[src/vrpt_pkg.sv]
package vrpt_pkg;

  localparam int OAM_DEPTH     = 256;
  localparam int PALETTE_DEPTH = 32;
  localparam int VBLANK_LINE   = 241;

  // register selects
  localparam logic [2:0] REG_CTRL    = 3'd0;
  localparam logic [2:0] REG_MASK    = 3'd1;
  localparam logic [2:0] REG_STATUS  = 3'd2;
  localparam logic [2:0] REG_OAMADDR = 3'd3;
  localparam logic [2:0] REG_OAMDATA = 3'd4;
  localparam logic [2:0] REG_SCROLL  = 3'd5;
  localparam logic [2:0] REG_ADDR    = 3'd6;
  localparam logic [2:0] REG_DATA    = 3'd7;

  // op codes on the input port
  localparam logic [2:0] OP_TICK  = 3'd0;
  localparam logic [2:0] OP_WRITE = 3'd1;
  localparam logic [2:0] OP_READ  = 3'd2;
  localparam logic [2:0] OP_ACK   = 3'd3;
  localparam logic [2:0] OP_LOAD  = 3'd4;

  typedef enum logic [2:0] {
    CMD_TICK,
    CMD_WRITE,
    CMD_READ,
    CMD_ACK,
    CMD_LOAD,
    CMD_NOP
  } cmd_kind_t;

  typedef struct packed {
    cmd_kind_t   kind;
    logic [2:0]  reg_sel;
    logic [7:0]  wdata;
    logic [7:0]  tick_cycles;
    logic [12:0] chr_index;
  } cmd_t;

  typedef struct packed {
    logic [7:0] rdata;
    logic       frame_done;
    logic       nmi_pending;
  } res_t;

endpackage

[src/vrpt_fifo.sv]
module vrpt_fifo import vrpt_pkg::*; #(
  parameter int WIDTH = 8,
  parameter int DEPTH = 2
) (
  input  logic             clk,
  input  logic             rst,
  input  logic             push,
  input  logic [WIDTH-1:0] wdata,
  output logic             full,
  input  logic             pop,
  output logic [WIDTH-1:0] rdata,
  output logic             empty
);
  localparam int AW = (DEPTH > 1) ? $clog2(DEPTH) : 1;
  localparam int CW = $clog2(DEPTH + 1);

  logic [WIDTH-1:0] mem [DEPTH];
  logic [AW-1:0]    wr_ptr;
  logic [AW-1:0]    rd_ptr;
  logic [CW-1:0]    count;
  logic             do_push;
  logic             do_pop;

  assign full    = (count == CW'(DEPTH));
  assign empty   = (count == '0);
  assign do_push = push && !full;
  assign do_pop  = pop && !empty;
  assign rdata   = mem[rd_ptr];

  always_ff @(posedge clk) begin
    if (rst) begin
      wr_ptr <= '0;
      rd_ptr <= '0;
      count  <= '0;
    end else begin
      if (do_push) begin
        wr_ptr <= (wr_ptr == AW'(DEPTH - 1)) ? '0 : wr_ptr + 1'b1;
      end
      if (do_pop) begin
        rd_ptr <= (rd_ptr == AW'(DEPTH - 1)) ? '0 : rd_ptr + 1'b1;
      end
      if (do_push && !do_pop) begin
        count <= count + 1'b1;
      end else if (do_pop && !do_push) begin
        count <= count - 1'b1;
      end
    end
  end

  always_ff @(posedge clk) begin
    if (do_push) begin
      mem[wr_ptr] <= wdata;
    end
  end
endmodule

[config.mk]
export PLATFORM = sky130hd
export DESIGN_NAME = vrpt_fifo
export DESIGN_NICKNAME = d
export VERILOG_FILES = /design/src/vrpt_pkg.sv /design/src/vrpt_fifo.sv
export SDC_FILE = /design/constraint.sdc
export NUM_CORES = 1
export LEC_CHECK = 0
export ABC_AREA = 1
export BUFFER_PORTS_ARGS = -buffer_cell sky130_fd_sc_hd__buf_2
export CAP_MARGIN = 20
export CORE_MARGIN = 2
export CORE_UTILIZATION = 53
export CTS_CLUSTER_DIAMETER = 150
export DETAILED_ROUTE_END_ITERATION = 6
export PLACE_DENSITY_LB_ADDON = 0.2
export SYNTH_ARGS = -nofsm -noshare
export SYNTH_HDL_FRONTEND = slang
export SYNTH_SLANG_ARGS = --single-unit
[constraint.sdc]
create_clock -name clk -period 1.95 [get_ports clk]
set_input_delay 0.0975 -clock clk [delete_from_list [all_inputs] [get_ports clk]]
set_output_delay 0.0975 -clock clk [all_outputs]
set_load 0.01 [all_outputs]
* Yosys cells after proc, flatten, opt, wreduce, memory -nomap -nowiden
Memory sizes are Yosys's and may differ from the RTL's. A register that Yosys moved wholly into a read port is not among the register bits. Index checks and enable logic that the tools add are counted.
Operators by class: $add $sub $neg 4, bitwise operators 0, divide/modulo/power cells 0, equality and inequality tests 1, muxes and demuxes 8, shifts and indexed selects 0, reduce and logical (&&, ||, !) cells 10, magnitude comparators 0, multiply operators 0
Operator list (number):
- 1-bit 2-to-1 mux | 6
- 1-bit logical AND | 4
- 1-bit logical NOT | 4
- 2-bit 2-to-1 mux | 2
- 1-bit adder, second input constant | 2
- 2-bit by 1-bit adder with 2-bit output, second input constant | 1
- 2-bit == test, second input constant | 1
- 2-bit logical NOT | 1
- 2-bit nonzero test | 1
- 2-bit by 1-bit subtractor with 2-bit output, second input constant | 1
Storage, ports and cells: logic and storage cells 27, bits in writable memories 16, memories kept 1, register bits after elaboration 4, bits in latches 0, input bits 12, ROM bits 0, output and inout port bits 10
Memory list:
- mem | words 2, bits a word 8, rd ports 1, clocked after memory_dff 1, write ports 1, RTL line vrpt_fifo.sv:17 | logic [WIDTH-1:0] mem [DEPTH];

* Depth between registers and ports, before layout
depth in word-level cells 7, depth in mapped cells 10, depth with buffers taken out 10

* Least setup slack after synthesis
OpenSTA, ideal clock, no wires.
kind register to register, start register count[0], end memory mem[1][0] (enable), library setup time 0.370 ns, cell stages (with the launch flop) 3, path buffers 0, slack 0.629 ns, data arrival time 0.951 ns, period minus slack after synthesis 1.321 ns, required time 1.580 ns, path through dfxtp_1 > o21ai_2 > nor2_1
Between the ends: longest elaborated chain between the ends 5
Ends and longest elaborated chain:
- start: declaration | RTL line vrpt_fifo.sv:20 | logic [CW-1:0] count;
- start signal: assignment | RTL line vrpt_fifo.sv:43 | count <= count + 1'b1;
- start signal: assignment | RTL line vrpt_fifo.sv:45 | count <= count - 1'b1;
- 2-bit == test | RTL line vrpt_fifo.sv:24 | assign full = (count == CW'(DEPTH));
- 1-bit logical NOT | RTL line vrpt_fifo.sv:26 | assign do_push = push && !full;
- 1-bit logical AND | RTL line vrpt_fifo.sv:26
- 1-bit 2-to-1 mux | RTL line vrpt_fifo.sv:51 | if (do_push) begin
- 1-bit 2-to-1 mux (not written as such) | RTL line vrpt_fifo.sv:52 | mem[wr_ptr] <= wdata;
- end: declaration | RTL line vrpt_fifo.sv:17
Every way passes these cells.

* Final worst setup path
start register count[1], end register count[1]
Between the ends: longest elaborated chain between the ends 6, elaborated cells on any way between the ends 15, classes of those cells add/sub (2); eq/ne (1); mux (2); reduce/logical (10)
Ends and longest elaborated chain (RTL line):
- 2-bit == test or 2-bit logical NOT (tied branches) | vrpt_fifo.sv:24, vrpt_fifo.sv:25
- 1-bit logical NOT (on tied branches) | vrpt_fifo.sv:26, vrpt_fifo.sv:27
- 1-bit logical AND (on tied branches) | vrpt_fifo.sv:26, vrpt_fifo.sv:27
- 1-bit logical NOT (on tied branches) | vrpt_fifo.sv:44, vrpt_fifo.sv:42
- 1-bit logical AND (on tied branches) | vrpt_fifo.sv:44, vrpt_fifo.sv:42
- 2-bit nonzero test (no line) or 2-bit 2-to-1 mux (tied branches)
Parallel ways exist; a longest one is shown, timed or not. The select of a mux whose other input is x is not followed. A chain may end at the register's enable or synchronous reset.

==> impl_metrics.py <==
metrics = {
    "global_routing": {
        "global_route_wire_length_before_repair_mm": 2.05,
        "antenna_violations_before_repair": 0,
        "grt_start_max_net_pins": 12,
        "global_route.usage.total_pct": 15.3,
        "grt-ovfl-total": 0,
        "grt_pass1_vias": 505,
    },
    "sta": {
        "timing_worst_slew_pin_value_ns": 0.334,
        "period_minus_slack_ns": 1.47,
        "finClkSkew_ns": 0.00396,
        "fmaxAchievable_mhz": 681,
        "rsz0062_at_grt": "no",
        "finalSetupViolCount": 0,
        "timing.slew.headroom_pct": 77.7,
        "timing.final.ws_setup_ns": 0.482,
        "setup_tns_ns": 0,
        "timing.final.crit_share_pct": 75.3,
        "report.final.slew_viol_count": 0,
        "final-hold-violation-count": 0,
    },
    "power": {
        "power.density_cell_area_nw_per_um2": 1140,
        "leakage_nw": 0.449,
        "ir_worst_vdd_uv": 707,
    },
    "setup_path": {
        "worst_setup_path_start_kind": "flop",
        "arrival_ns": 1.70,
        "highest_fanout_seen_on_the_critical_path": 4,
        "reg2reg_from": "count[1]",
        "sort_of_element_at_the_end_of_the_critical_path": "flop",
        "cp_data_required_time_ns": 2.18,
        "worst_case_reg_to_reg_path_depth": 9,
        "timing.setup.critical_path_class": "reg2reg",
        "timing.reg2reg.setup_slack_ns": 0.48,
        "cp-startpoint": "count[1]",
        "critical_path.reg2reg.endpoint": "count[1]",
    },
    "synth": {
        "top_cell_type_by_total_area_after_synthesis": "edfxtp_1",
        "synth_flop_cell": "edfxtp_1",
        "netlist-cell-type-count": 16,
        "synth.net_count": 75,
        "yosys_warnings": 0,
        "synthArstFlopShare_pct": 0,
        "synthCells": 62,
        "synth_enable_flop_cells": 16,
        "yosysTopAreaCellShare_pct": 58.0,
        "synth_area_leaders": "edfxtp_1 58%, dfxtp_1 12%, mux2_2 11%, nor2_1 4.1%, inv_1 3.2%",
        "synthesis.area_per_instance_um2": 13.4,
        "ys_seq_area_share_pct": 70.1,
        "synth.cell_area_um2": 828,
        "yosys_register_bits": 21,
    },
    "clock_network": {
        "postCtsResizedCells": 0,
        "max-clock-path-buffers": 2,
        "clock_latency_ns": 0.29,
        "tritoncts_buffer_count": 3,
        "cts_hold_repair.buffers": 7,
        "cts.reportedPaths.clkPinSlew_ns": 0.10,
        "cts_htree_levels": 1,
        "tritoncts": "done",
        "cts.root.buffer_cell": "clkbuf_4",
        "numClockSinks": 21,
        "post_cts_buffers": 0,
    },
    "placement": {
        "place.port_buffers": 21,
        "placedCellCount": 100,
        "gp_routability_congestion": 0.654,
        "placedInstanceArea_um2": 963,
        "detailedPlace.worstSlack_ns": 0.491,
        "place_hpwl_um": 936,
    },
    "min_path": {
        "hold_end": "count[1]",
        "min_path_type": "in2reg",
        "whs_path_depth": 4,
        "hold_path.startpoint": "rst",
    },
    "floorplanning": {
        "io_pins": 22,
        "dieWidth_um": 43.5,
        "placementRows": 14,
        "die-height_um": 43.5,
        "die_area_um2": 1890,
        "placeableCoreArea_um2": 1490,
        "floorplan.initialDensity_pct": 55.6,
    },
    "route": {
        "wirelength_mm": 1.38,
        "drt_pre_antenna_iters": 5,
        "first_iter_violations": 5,
        "detail-route-antenna-nets": 0,
        "drt-vias-per-instance": 4.75,
        "avgRoutedWirePerCell_um": 12.3,
        "num_vias": 532,
        "remaining_drc_errors": 0,
    },
    "cells_and_area": {
        "diodes": 0,
        "area_growth_pct": 29.2,
        "final_cell_count_no_fill": 112,
        "post-route-cell-area_um2": 1070,
        "num-nets-final": 110,
        "final_layout_size_suffix_gt1_share_pct": 40.6,
    },
    "run_status": {
        "outcome": "finished, final reports clean",
    },
    "run": {
        "max_cap_viol_count": 0,
    },
}
area by class of cell:
class / instances / area [um^2]
Tap cell: 16 / 20.0
Fill cell: 106 / 419
Timing Repair Buffer: 31 / 200
Multi-Input combinational cell: 31 / 209
Clock buffer: 4 / 26.3
Sequential cell: 21 / 581
Inverter: 9 / 33.8
report_power, final:
group | switching [mW] | internal [mW] | leakage [nW] | total (mW)
clock | 0.117 | 0.0793 | 0.0150 | 0.196
sequential | 0.0622 | 0.570 | 0.191 | 0.633
combinational | 0.199 | 0.190 | 0.244 | 0.389
sequential cells by signal, summed over array words and instances (netlist names), named ones only:
signal and count:
count 2, mem 16, rd_ptr 1, wr_ptr 1
cells in the mapped netlist, drive strengths merged (4+ instances only):
cell and number:
mux2 8, inv 9, nor2 9, edfxtp 16, dfxtp 5, nand2 4, o21ai 5
worst max-delay path: stages (launching register included):
cell     delay [ns]
dfxtp_1        0.41
inv_1          0.10
o21ai_2        0.21
inv_2          0.06
ha_1           0.26
inv_1          0.09
nand3_1        0.09
nand2_1        0.06
inv_1          0.03
nor2_1         0.10
metrics by stage:
stage	total power [mW]	hold slack [ns]	util (%)
after floorplan	0.893	0.196	-
after global placement	1.01	0.285	64.7
after detailed placement	1.02	0.290	64.7
after CTS	1.23	0.000555	71.2
final	1.22	0.0914	71.8
after global routing	1.30	0.103	71.8
layer usage:
metal  GRT usage, %  up-vias  wire [um]
li1               -      277          -
met1           14.8      237        570
met2           30.4       16        741
met3           3.75        2         58
met4           5.45        0         10
met5              0        -          0
placed cells by master (no fill, tap or decap), types with 2 or more instances in the layout:
cell,instances
nor2_1,9
dlygate4sd3_1,8
o21ai_2,2
clkbuf_4,3
o21ai_0,2
buf_4,2
inv_1,7
nand2_1,4
mux2_2,8
inv_2,2
buf_2,21
dfxtp_1,5
edfxtp_1,16
how the worst max path moves through the flow:
stage	endpoint	slack [ns]	cells past startpoint
2_1_floorplan	mem[1][0]	0.63	2
5_1_grt	count[1]	0.30	9
6_report	count[1]	0.48	9
4_1_cts	count[1]	0.47	9
3_3_place_gp	count[1]	0.58	9
3_5_place_dp	count[1]	0.49	9
cell families after synthesis:
family	after synthesis	share of synthesized area [%]
simple gates	16	8.31
fa+ha+maj	1	1.51
flops	21	70.1
buf+inv	10	4.68
compound gates	6	4.53
mux	8	10.9
Power figures use the tool's default switching activity.
